--- src/sv/ptgs_pkg.sv ---
// ----------------------------------------------------------------------------
// ptgs_pkg - shared types and constants of the periodic trilinear sampler
// Field widths, configuration register indexes, controller states and the
// command/status bundles between controller and datapath.
// ----------------------------------------------------------------------------
`default_nettype none

package ptgs_pkg;

  localparam int AXIS_MAX_DEF   = 16;
  localparam int GRID_WORDS_DEF = 4096;
  localparam int FRAC_BITS_DEF  = 16;

  localparam int SIZE_W    = 5;
  localparam int INDEX_W   = 12;
  localparam int VALUE_W   = 16;
  localparam int COORD_W   = 24;
  localparam int CFG_IDX_W = 2;

  localparam logic MODE_WRITE = 1'b0;
  localparam logic MODE_QUERY = 1'b1;

  typedef enum logic [CFG_IDX_W-1:0] {
    CFG_SIZE_X = 2'd0,
    CFG_SIZE_Y = 2'd1,
    CFG_SIZE_Z = 2'd2
  } cfg_idx_e;

  typedef enum logic [2:0] {
    ST_IDLE,
    ST_BASE,
    ST_ROW,
    ST_READ,
    ST_WAIT
  } state_e;

  // corner bits: [2] z side, [1] y side, [0] x side
  typedef struct packed {
    logic       wr;
    logic       split;
    logic       base;
    logic       row;
    logic       rd;
    logic [2:0] corner;
    logic       load_out;
  } cmd_t;

  typedef struct packed {
    logic z_ready;
  } stat_t;

endpackage

`default_nettype wire

--- src/sv/ptgs_ctrl.sv ---
// ----------------------------------------------------------------------------
// ptgs_ctrl - sequencer of the periodic trilinear sampler
// Accepts requests, steps the datapath through addressing and the eight
// corner reads, and owns the result valid flag.
// ----------------------------------------------------------------------------
`default_nettype none

module ptgs_ctrl import ptgs_pkg::*; (
  input  wire logic  clk_i,
  input  wire logic  rst_ni,
  input  wire logic  in_valid_i,
  input  wire logic  mode_i,
  output logic       in_stall_o,
  input  wire logic  out_stall_i,
  output logic       out_valid_o,
  input  wire stat_t stat_i,
  output cmd_t       cmd_o
);

  state_e     state_q, state_d;
  logic [2:0] cnt_q, cnt_d;
  logic       out_valid_q, out_valid_d;
  logic       out_blocked;

  always_ff @(posedge clk_i or negedge rst_ni) begin
    if (!rst_ni) begin
      state_q     <= ST_IDLE;
      cnt_q       <= '0;
      out_valid_q <= 1'b0;
    end else begin
      state_q     <= state_d;
      cnt_q       <= cnt_d;
      out_valid_q <= out_valid_d;
    end
  end

  always_comb begin
    state_d     = state_q;
    cnt_d       = cnt_q;
    cmd_o       = '0;
    out_blocked = out_valid_q && out_stall_i;
    in_stall_o  = (state_q != ST_IDLE);
    unique case (state_q)
      ST_IDLE: begin
        if (in_valid_i) begin
          if (mode_i == MODE_QUERY) begin
            cmd_o.split = 1'b1;
            state_d     = ST_BASE;
          end else begin
            cmd_o.wr = 1'b1;
          end
        end
      end
      ST_BASE: begin
        cmd_o.base = 1'b1;
        state_d    = ST_ROW;
      end
      ST_ROW: begin
        cmd_o.row = 1'b1;
        cnt_d     = '0;
        state_d   = ST_READ;
      end
      ST_READ: begin
        cmd_o.rd     = 1'b1;
        cmd_o.corner = cnt_q;
        cnt_d        = 3'(cnt_q + 3'd1);
        if (cnt_q == 3'd7) begin
          state_d = ST_WAIT;
        end
      end
      ST_WAIT: begin
        // hold the sum until the output register is free
        if (stat_i.z_ready && !out_blocked) begin
          cmd_o.load_out = 1'b1;
          state_d        = ST_IDLE;
        end
      end
      default: state_d = ST_IDLE;
    endcase
    out_valid_d = out_blocked || cmd_o.load_out;
  end

  assign out_valid_o = out_valid_q;

`ifndef SYNTHESIS
  a_load_free: assert property (@(posedge clk_i) disable iff (!rst_ni)
    cmd_o.load_out |-> !(out_valid_q && out_stall_i))
    else $error("result loaded over a pending result");

  a_ready_idle: assert property (@(posedge clk_i) disable iff (!rst_ni)
    (state_q == ST_IDLE) |-> !stat_i.z_ready)
    else $error("interpolation finished with no query in flight");

  a_rose_load: assert property (@(posedge clk_i) disable iff (!rst_ni)
    $rose(out_valid_q) |-> $past(cmd_o.load_out))
    else $error("result valid without a load");

  a_read_end: assert property (@(posedge clk_i) disable iff (!rst_ni)
    (state_q == ST_READ && cnt_q == 3'd7) |=> (state_q == ST_WAIT))
    else $error("corner sweep did not end after eight reads");
`endif

endmodule

`default_nettype wire

--- config.mk ---
export PLATFORM = sky130hd
export DESIGN_NAME = ptgs_ctrl
export DESIGN_NICKNAME = d
export VERILOG_FILES = /design/src/sv/ptgs_pkg.sv /design/src/sv/ptgs_ctrl.sv
export SDC_FILE = /design/constraint.sdc
export NUM_CORES = 1
export LEC_CHECK = 0
export BUFFER_PORTS_ARGS = -buffer_cell sky130_fd_sc_hd__buf_2
export CORE_MARGIN = 2
export CORE_UTILIZATION = 30
export CTS_CLUSTER_DIAMETER = 60
export DETAILED_ROUTE_END_ITERATION = 12
export PLACE_DENSITY = 0.57
export SETUP_SLACK_MARGIN = 0.4
export SKIP_LAST_GASP = 1
export SLEW_MARGIN = 20
export SYNTH_ARGS = -nofsm -noshare
export SYNTH_HDL_FRONTEND = slang
export SYNTH_SLANG_ARGS = --single-unit
--- constraint.sdc ---
create_clock -name clk_i -period 2.1 [get_ports clk_i]
set_input_delay 0.21 -clock clk_i [delete_from_list [all_inputs] [get_ports clk_i]]
set_output_delay 0.21 -clock clk_i [all_outputs]
set_load 0.005 [all_outputs]
Word-level counts from Yosys, hierarchy flattened

Index checks and enable logic that the tools add are counted.

Output and inout bits: 11
Bits of input ports: 6
Memory bits (writable): 0
Bits in read-only memories: 0
Logic and storage cells: 36
Bits in latches: 0
Register bits: 7
Memories: 0

Equal/unequal tests: 9
Div/mod/pow operators: 0
Order comparisons: 0
Bitwise operators: 0
Shift-type cells: 0
Reduce and logical (&&, ||, !) cells: 8
Mux-type cells: 15
Add/sub/neg operators: 1
$mul: 0

Operator list:

| kind                | number |
|---|---|
| $pmux 3 s5          | 1 |
| $mux 3              | 4 |
| $ne 2x2->1 const B  | 4 |
| $eq 3x2->1 const B  | 2 |
| $eq 3x3->1 const B  | 2 |
| $mux 1              | 6 |
| $pmux 3 s2          | 1 |
| $mux 2              | 2 |
| $mux 4              | 1 |
| $reduce_and 4->1    | 1 |
| $add 3x1->3 const B | 1 |
| $eq 3x1->1 const B  | 1 |
| $logic_not 3->1     | 1 |
| $reduce_bool 3->1   | 1 |
| $logic_and 1x1->1   | 2 |
| $reduce_bool 2->1   | 1 |
| $logic_not 1->1     | 1 |
| $logic_or 1x1->1    | 1 |

Logic depth before layout (Yosys ltp)

Gate-level depths: netlist of the first run.

Word-level depth: 6
Gate-level depth with buffers: 4
Mapped depth without buffers: 4

Least setup slack after synthesis of the first run

Ideal clock, no wire load.

Kind: reg-to-output
Start: register state_q[1]
End: output cmd_o[8] (netlist name)
Stages on the path, launching flop included: 3
Slack: 0.827 ns
Arrival time: 1.063 ns
Path through: dfrtp_1 or3_1 nor3b_1

RTL lines:

| element                  | line            | text |
|---|---|---|
| start: declaration       | ptgs_ctrl.sv:20 | `state_e state_q, state_d;` |
| start signal: assignment | ptgs_ctrl.sv:31 | `state_q <= state_d;` |
| end: declaration         | ptgs_ctrl.sv:17 | `output cmd_t cmd_o` |

==> results of run 1 <==
## repair_timing
action                     4_1_cts  5_1_grt
gates resized for setup          2        2
setup endpoints to repair        3        1
setup buffers                    0        1
hold endpoints to repair         7        0
hold buffers                     1        0
## flip-flops by register name, summed over array words and instances, names as in the netlist
name	cells
cnt_q	3
out_valid_o	1
state_q	3
## power by group
| group | switching, uW | internal, uW |
|---|---|---|
| Clock | 51.1 | 72.6 |
| Combinational | 150 | 199 |
| Sequential | 59.2 | 191 |
## worst register-to-register path, delay by kind of cell, from the launching register on
kind | cells | cell delay (ns)
compound gates | 2 | 0.34
fa+ha+maj | 2 | 0.43
flops | 1 | 0.41
## cells in the mapped netlist, drive strengths merged (2+ instances only)
master	n	share of area, %
dfrtp	7	42
nand2	5	4.5
and3	3	4.5
inv	3	2.7
nor2b	3	4.5
ha	2	6.1
mux2i	2	4.8
nor2	2	1.8
nor3b	2	3.6
## per-layer routing
metal | track usage (%) | vias up | share of wire, %
met3 | 8.15 | 5 | 7.4
met2 | 16.0 | 11 | 40
met4 | 9.68 | 0 | 2.3
met5 | 0 | - | 0
met1 | 15.5 | 158 | 50
li1 | - | 190 | -
## layout make-up
class                      instances  area, um^2  share of cell area (%)
multi-input combinational         32         225                    40.4
clock buffer                       4        26.3                    4.72
inverter                           3        11.3                    2.02
tap                               15        18.8                    3.37
sequential                         7         178                    31.9
timing repair buffer              18        97.6                    17.5
## placed cells by master, fill, tap and decap left out
master / instances
clkbuf_4: 3
nor3b_2: 1
a31oi_1: 1
a21bo_2: 1
dfrtp_2: 2
or3_1: 1
o22ai_1: 1
nor2_1: 2
clkbuf_1: 1
ha_1: 2
buf_4: 1
o21bai_1: 1
nand2b_1: 1
o21ai_1: 1
and3_1: 3
a21boi_0: 1
mux2_1: 1
nor3b_1: 1
nand3b_1: 1
inv_1: 3
and2_1: 1
buf_2: 16
or3b_1: 1
nor2b_2: 1
a21oi_1: 1
mux2i_1: 2
dlygate4sd3_1: 1
dfrtp_1: 5
nor2b_1: 2
nand2_1: 5
## stage by stage
stage,hold slack (ns),utilization (%),setup WS [ns]
3_5_place_dp,0.0525,38.7,0.653
4_1_cts,0.202,41.7,0.421
2_1_floorplan,-0.0856,-,0.827
3_3_place_gp,0.0523,38.7,0.651
6_report,0.196,42.8,0.477
5_1_grt,0.213,42.8,0.396
## worst max path at each step
| stage | from | cells after the start | slack (ns) | to |
|---|---|---|---|---|
| floorplan | state_q[1] | 2 | 0.83 | cmd_o[8] |
| global placement | state_q[1] | 3 | 0.65 | cmd_o[3] |
| detailed placement | state_q[0] | 3 | 0.65 | cmd_o[8] |
| CTS | state_q[0] | 3 | 0.42 | cmd_o[8] |
| global route | state_q[1] | 3 | 0.40 | cmd_o[8] |
| finish | state_q[1] | 3 | 0.48 | cmd_o[8] |
## logic make-up (layout without fill, tap and decap cells)
logic type	Yosys count	after routing	share of synthesized area, %
buf+inv	5	25	4.85
mux	3	3	7.58
flops	7	7	42.4
compound gates	7	7	11.5
fa+ha+maj	2	2	6.06
simple gates	20	20	27.6
==> reports/qor.yml, run 1 <==
hold_path.class: "in2reg"
worstPathCellList: "or3_1 > nor3b_2 > buf_2"
async_flop_share_pct: 100
place_congestion: 0.682
dieArea_um2: 1690
syn_area_per_cell_um2: 9.38
ff2ff_path_depth: 4
ys_seq_area_share_pct: 42.4
antenna_found_initial: 0
grt_pass1_vias: 308
path_delay_family: "simple AND/OR/NAND/NOR gates"
endpoint_kind: "output port"
r2r_end: "state_q[0]"
startpoint_type: "register"
via_per_inst: 4.61
num-nets-final: 73
grt_usage_pct: 12.9
cts_sinks: 7
crit_arrival_ns: 1.41
grt_max_degree: 17
die_y_um: 41.1
firstDrtPassIters: 4
synth.cell_area_um2: 413
layout.filler_cells: 137
ios: 17
clock_path_buffers: 2
post-route-period-util_pct: 77.3
synth_cell_types: 24
slew_headroom_pct: 80.4
dp.cells: 73
grt_pass1_wl_um: 1310
cts_tree: "yes"
slew_violations: 0
min_from: "out_stall_i"
start_util_pct: 31.7
placementRows: 13
ir_drop_mv: 0.609
synth_seq_cells: 7
overflow: 0
vias: 364
status: "finished, final reports clean"
synthCells: 44
synth-edff-count: 0
reg2reg_slack_ns: 0.84
fmax_mhz: 616
dpl_cell_area_um2: 503
min_period_ns: 1.62
coreArea_um2: 1300
routedWlPerCell_um: 10.6
synth_ff_type: "dfrtp_1"
power.density_nw_per_um2: 1300
timing.rr.start: "cnt_q[0]"
die_w_um: 41.1
cpPeakStageDelay_ns: 0.44
clock-root-buffer: "clkbuf_4"
yosysWarnings: 0
syn2layout_area_growth_pct: 34.8
slowest_stage: "dfrtp_2"
portBuffers: 16
final-setup-viol-count: 0
critPathKind: "reg2out"
cp_num_buf_inv: 1
n_antenna_cell: 0
drv_cap: 0
syn_nets: 52
drcViolationCount: 0
totalWireLength_um: 841
h-tree-depth: 1
crit_path_max_fanout: 8
worst_pin_slew_ns: 0.293
whs_path_depth: 3
p_total_uw: 722
skew_ns: 0.00666
rsz0062_at_grt: "false"
critPathRequiredTime_ns: 1.89
antenna_left: 0
cts.clk_slew.worst_paths_ns: 0.06
postLayoutCellArea_um2: 557
drt-initial-drc-count: 4
finalSetupTns_ns: 0
dp.final_hpwl_um: 632
drive_gt1_share_pct: 39.1
clock_latency_ns: 0.25
holdPathEnd: "out_valid_o"
final_hold_viol_count: 0
cts-buffers-inserted: 3
p_leak_uw: 0.000296
stdcell_count: 79
(Power assumes the default switching activity.)
==> run 2: changes to the inputs <==
==> constraint.sdc (replaced) <==
create_clock -name clk_i -period 1.7 [get_ports clk_i]
set_input_delay 0.17 -clock clk_i [delete_from_list [all_inputs] [get_ports clk_i]]
set_output_delay 0.17 -clock clk_i [all_outputs]
set_load 0.005 [all_outputs]
==> run 2 against run 1 <==
Worst setup slack lost 0.28 ns. Hold slack got worse by 0.047 ns. Final area rose by 25%. Count of clock-buffer cells in the layout is the same. Combinational power grew 110%. Critical path depth stayed put. Clock skew is 0.0012 ns higher. Power is 63% higher. Largest power group unchanged. Highest routed layer unchanged.
==> reports/qor.yml, run 2 (synthesis results as in run 1) <==
grt_max_degree: 10  # -7
firstDrtPassIters: 2  # -2
coreArea_um2: 1300  # unchanged
reg2reg_slack_ns: 0.36  # -0.48 ns
worstPathCellList: "or3_4 > nor3b_2 > buf_2"
via_per_inst: 4.58  # -0.68%
antenna_found_initial: 0  # unchanged
slew_headroom_pct: 84.2  # +3.9 points
die_w_um: 41.1  # unchanged
slowest_stage: "dfrtp_2"
mostFrequentLayoutCell: "buf_2"
hold-worst-slack_ns: 0.149  # -0.0470 ns
grt_pass1_vias: 334  # +8.4%
power.density_nw_per_um2: 1690  # +30%
cts-buffers-inserted: 3  # unchanged
crit_path_max_fanout: 3  # -5
antenna_left: 0  # unchanged
num-nets-final: 86  # +18%
drive_gt1_share_pct: 57.1  # +18 points
cts.clk_slew.worst_paths_ns: 0.06  # about the same
placementRows: 13  # unchanged
layout_common_cells: "16 x buf_2, 10 x buf_4, 5 x nand2_1, 5 x dfrtp_1, 4 x buf_6"
path_delay_family: "simple AND/OR/NAND/NOR gates"
grt_pass1_wl_um: 1500  # +15%
overflow: 0  # unchanged
clock-root-buffer: "clkbuf_4"
pwr-share-seq_pct: 25.4  # -9.2 points
startpoint_type: "register"
whs_path_depth: 3  # unchanged
die_y_um: 41.1  # unchanged
p_comb_share_pct: 61.8  # +14 points
cpPeakStageDelay_ns: 0.41  # -0.03 ns
cts_sinks: 7  # unchanged
internal-power_uw: 782  # +69%
start_util_pct: 31.7  # unchanged
grt_usage_pct: 15.0  # +2.1 points
timing.rr.start: "state_q[0]"
n_antenna_cell: 0  # unchanged
drcViolationCount: 0  # unchanged
p_clk_share_pct: 12.8  # -4.3 points
cp_num_buf_inv: 1  # unchanged
holdPathEnd: "out_valid_o"
final_hold_viol_count: 0  # unchanged
ir_drop_mv: 0.801  # +32%
hold_path.class: "in2reg"
rsz0062_at_grt: "true"
switching_share_pct: 33.5  # -2.5 points
drv_cap: 0  # unchanged
crit_arrival_ns: 1.33  # -0.08 ns
p_sw_uw: 395  # +52%
clock_path_buffers: 2  # unchanged
post-route-period-util_pct: 88.3
routedWlPerCell_um: 11.0  # +3.4%
worst_pin_slew_ns: 0.234  # -0.0586 ns
skew_ns: 0.00787  # +0.00122 ns
place_congestion: 0.751  # +10%
h-tree-depth: 1  # unchanged
endpoint_kind: "output port"
vias: 421  # +16%
dp.final_hpwl_um: 595  # -5.9%
status: "finished, final reports clean"
clock_latency_ns: 0.25  # about the same
slew_violations: 0  # unchanged
totalWireLength_um: 1010  # +20%
final-setup-viol-count: 0  # unchanged
ios: 17  # unchanged
ff2ff_path_depth: 6  # +2
min_period_ns: 1.50
portBuffers: 16  # unchanged
drt-initial-drc-count: 3  # -1
min_from: "out_stall_i"
critPathKind: "reg2out"
dieArea_um2: 1690  # unchanged
critPathLaunch: "state_q[0]"
syn2layout_area_growth_pct: 68.8
r2r_end: "cnt_q[0]"
finalSetupTns_ns: 0  # unchanged
fmax_mhz: 666
critPathRequiredTime_ns: 1.53  # -0.36 ns
p_leak_uw: 0.000378  # +28%
cts_tree: "yes"
## run 2: how the worst max path moves through the flow
| stage | to | slack (ns) | cells after the start |
|---|---|---|---|
| global route | cmd_o[8] | 0.11 | 3 |
| detailed placement | cmd_o[8] | 0.36 | 3 |
| CTS | cmd_o[8] | 0.19 | 3 |
| global placement | cmd_o[8] | 0.40 | 3 |
| floorplan | cmd_o[8] | 0.47 | 2 |
| finish | cmd_o[8] | 0.20 | 3 |
## run 2: area by class of cell
type | instances | area (um^2)
Tap cell | 15 | 18.8
Fill cell | 127 | 604
Inverter | 3 | 11.3
Timing Repair Buffer | 31 | 210
Clock buffer | 4 | 26.3
Sequential cell | 7 | 178
Multi-Input combinational cell | 32 | 253
## run 2: power by group through the flow
stage,logic [uW],registers [uW],clock network [uW]
floorplan,311,283,0
global placement,451,299,0
detailed placement,454,301,0
CTS,558,297,158
global route,812,308,174
finish,727,299,150
## run 2: timing repair
action / in CTS / in global routing
hold buffers: 1 / 0
pin swaps: 2 / 2
gates resized for setup: 8 / 7
endpoints found under the setup margin: 9 / 11
buffers inserted: 6 / 6
endpoints found under the hold margin: 7 / 0
## run 2: routing by layer
metal / wire, um / vias to the layer above / share of wire [%] / global-route usage, %
met5: 0 / - / 0 / 0
met4: 11 / 0 / 1.1 / 7.26
met3: 28 / 2 / 2.8 / 9.78
met2: 458 / 6 / 45 / 20.7
met1: 515 / 198 / 51 / 17.7
li1: - / 215 / - / -
## run 2: stage by stage
stage,setup slack (ns),instances,util [%],cell area (um^2),power [uW]
floorplan,0.467,44,-,413,594
global placement,0.396,75,39.8,518,750
detailed placement,0.364,75,39.8,518,755
CTS,0.193,86,48.2,627,1010
global route,0.114,92,53.6,697,1300
finish,0.199,92,53.6,697,1180
## run 2: worst min-delay path, stage by stage
cell	delay (ns)
buf_2	0.08
nand2_1	0.04
o21ai_1	0.07
==> run 3: changes to the inputs <==
--- a/config.mk
+++ b/config.mk
@@ -5,12 +5,13 @@
 export SDC_FILE = /design/constraint.sdc
 export NUM_CORES = 1
 export LEC_CHECK = 0
+export ABC_AREA = 1
 export BUFFER_PORTS_ARGS = -buffer_cell sky130_fd_sc_hd__buf_2
-export CORE_MARGIN = 2
-export CORE_UTILIZATION = 30
+export CORE_AREA = 2 2 39 41
 export CTS_CLUSTER_DIAMETER = 60
 export DETAILED_ROUTE_END_ITERATION = 12
-export PLACE_DENSITY = 0.57
+export DIE_AREA = 0 0 41 43
+export PLACE_DENSITY = 0.56
 export SETUP_SLACK_MARGIN = 0.4
 export SKIP_LAST_GASP = 1
 export SLEW_MARGIN = 20
==> run 3 against run 2 <==
Final area down 15%. Critical path depth grew 5. Wire length down 9.1%. Synthesized cell count up 14%. Final cell count grew 1.1%. Via count decreased by 5.0%. First-iteration DRC count is the same. Critical path type is now reg2reg.
==> reports/qor.yml, run 3 <==
status: "finished, final reports clean"
grt_usage_pct: 12.7  # -2.3 points
use_met3_pct: 1.57  # -8.2 points
synth.most_common_cell: "nand2_1"
drive_gt1_share_pct: 42.9  # -14 points
holdPathEnd: "out_valid_o"
synth.cell_area_um2: 384  # -7.0%
ir_drop_mv: 0.519  # -35%
overflow: 0  # unchanged
clock-root-buffer: "clkbuf_4"
cts-buffers-inserted: 3  # unchanged
final-setup-viol-count: 0  # unchanged
totalWireLength_um: 921  # -9.1%
startpoint_type: "register"
endpoint_kind: "register"
grt_pass1_wl_um: 1410  # -6.0%
cts_sinks: 7  # unchanged
clock_latency_ns: 0.25  # about the same
vias: 400  # -5.0%
use_met2_pct: 20.6  # -0.078 points
synth.top_cell.area_share_pct: 45.6  # +3.2 points
grt_pass1_vias: 367  # +9.9%
synthCells: 50  # +14%
ys_top_cells_by_area: "dfrtp_1 46%, nand2_1 13%, inv_1 7.8%"
clock_path_buffers: 2  # unchanged
synth_ff_type: "dfrtp_1"
ys_seq_area_share_pct: 45.6  # +3.2 points
r2r_end: "state_q[0]"
rsz0062_at_grt: "true"
antenna_left: 0  # unchanged
die_w_um: 41  # -0.24%
drv_cap: 0  # unchanged
critPathKind: "reg2reg"
min_from: "out_stall_i"
post-route-period-util_pct: 80.9  # -7.3 points
fmax_mhz: 727  # +9.1%
whs_path_depth: 3  # unchanged
crit_arrival_ns: 1.54  # +0.21 ns
dp.final_hpwl_um: 688  # +16%
p_total_uw: 955  # -19%
finalSetupTns_ns: 0  # unchanged
cts.clk_slew.worst_paths_ns: 0.06  # about the same
syn_area_per_cell_um2: 7.68  # -18%
drcViolationCount: 0  # unchanged
die_y_um: 43  # +4.6%
dieArea_um2: 1760  # +4.4%
place_congestion: 0.718  # -4.3%
coreArea_um2: 1380  # +6.3%
firstDrtPassIters: 4  # +2
final_hold_viol_count: 0  # unchanged
slew_headroom_pct: 88.9  # +4.7 points
antenna_found_initial: 0  # unchanged
slew_violations: 0  # unchanged
h-tree-depth: 1  # unchanged
syn_nets: 58  # +12%
layout.area.seq_um2: 178  # unchanged
routedWlPerCell_um: 9.90  # -10%
hold_path.class: "in2reg"
synth-edff-count: 0  # unchanged
skew_ns: 0.00544  # -0.00244 ns
min_period_ns: 1.38  # -0.125 ns
n_antenna_cell: 0  # unchanged
cts_tree: "yes"
drt-initial-drc-count: 3  # unchanged
async_flop_share_pct: 100  # unchanged
yosys.area.top_type: "dfrtp_1"
critPathRequiredTime_ns: 1.86  # +0.33 ns
crit_path_max_fanout: 4  # +1
multi_input_area_um2: 201  # -20%
layout_common_cells: "16 x buf_2, 12 x nand2_1, 7 x inv_1"
start_util_pct: 27.8  # -4.0 points
yosys-top-cells-count: "13 x nand2_1, 8 x inv_1, 7 x dfrtp_1, 7 x nor2_1, 5 x o21ai_0"
placementRows: 14  # +1
num-nets-final: 86  # unchanged
layout.filler_cells: 151  # +19%
via_per_inst: 4.30  # -6.0%
synth_cell_types: 13  # -46%
grt_use_met1_pct: 12.7  # -5.0 points
power.density_nw_per_um2: 1620  # -4.3%
yosysWarnings: 0  # unchanged
syn2layout_area_growth_pct: 53.7
reg2reg_slack_ns: 0.32  # -0.04 ns
p_leak_uw: 0.000340  # -10%
grt_max_degree: 8  # -2
ios: 17  # unchanged
worst_pin_slew_ns: 0.165  # -0.0695 ns
synth_seq_cells: 7  # unchanged
portBuffers: 16  # unchanged
ff2ff_path_depth: 8  # +2
busiest_layer: "met2"
mostFrequentLayoutCell: "buf_2"
timing.rr.start: "state_q[0]"
==> run 3: changes by cell type after synthesis, moves of 3 or more <==
cell     delta
nor2b_1     -3
o21ai_0     +5
nand2_1     +8
nor2_1      +5
inv_1       +5
and3_1      -3
==> run 3: final cells by class <==
cell class / instances / share of cell area (%)
multi-input combinational: 35 / 34.1
sequential: 7 / 30.1
timing repair buffer: 23 / 22.9
inverter: 8 / 5.08
clock buffer: 4 / 4.45
tap: 16 / 3.39
==> run 3: worst max-delay path by stage <==
stage	from	endpoint	slack (ns)	cells past startpoint
final	state_q[0]	state_q[0]	0.32	8
after floorplan	cnt_q[0]	state_q[0]	0.61	4
after global placement	state_q[0]	cmd_o[8]	0.55	4
after global routing	state_q[0]	cmd_o[8]	0.27	4
after detailed placement	cnt_q[0]	state_q[0]	0.55	4
after CTS	state_q[2]	cmd_o[8]	0.31	4
==> run 3: what timing repair did <==
item	CTS	global route
cloned	0	0
setup endpoints to repair	7	9
pin swaps	1	3
hold buffers	1	0
resized for setup	1	7
setup buffers	5	1
hold endpoints to repair	7	0
==> run 3: cells by family (layout without fill, tap and decap cells) <==
logic type | Yosys count | count (layout) | share of synthesized area (%)
buffers and inverters | 8 | 35 | 7.82
AO/OA/AOI/OAI | 5 | 5 | 6.51
AND/OR/NAND/NOR | 28 | 28 | 33.6
flip-flops | 7 | 7 | 45.6
adder cells (fa/ha/maj) | 2 | 2 | 6.51
==> run 3: critical path, stage by stage, from the launching register on <==
cell	delay (ns)
dfrtp_2	0.43
nor2_4	0.07
buf_4	0.13
buf_4	0.12
buf_4	0.12
buf_4	0.12
nand3_1	0.08
nand2_1	0.06
o21ai_0	0.16
==> run 3: power breakdown <==
group / switching [uW] / leakage [uW] / total, uW / internal [uW]
clock: 64.5 / 0.0000150 / 154 / 89.8
combinational: 250 / 0.000238 / 496 / 246
sequential: 71.1 / 0.0000869 / 304 / 233
total: 386 / 0.000340 / 955 / 569
==> run 3: through the flow <==
stage	hold slack (ns)	cells	cell area, um^2	setup WS, ns	util (%)
detailed placement	0.0176	82	484	0.550	35.0
finish	0.164	93	591	0.324	42.7
floorplan	-0.126	50	384	0.607	-
global route	0.188	93	591	0.268	42.7
global placement	0.0108	82	484	0.552	35.0
CTS	0.162	92	558	0.311	40.3
==> run 3: per-layer routing <==
layer	up-vias	wire length [um]
met4	0	0
met5	-	0
met1	180	388
li1	210	-
met2	10	507
met3	0	25
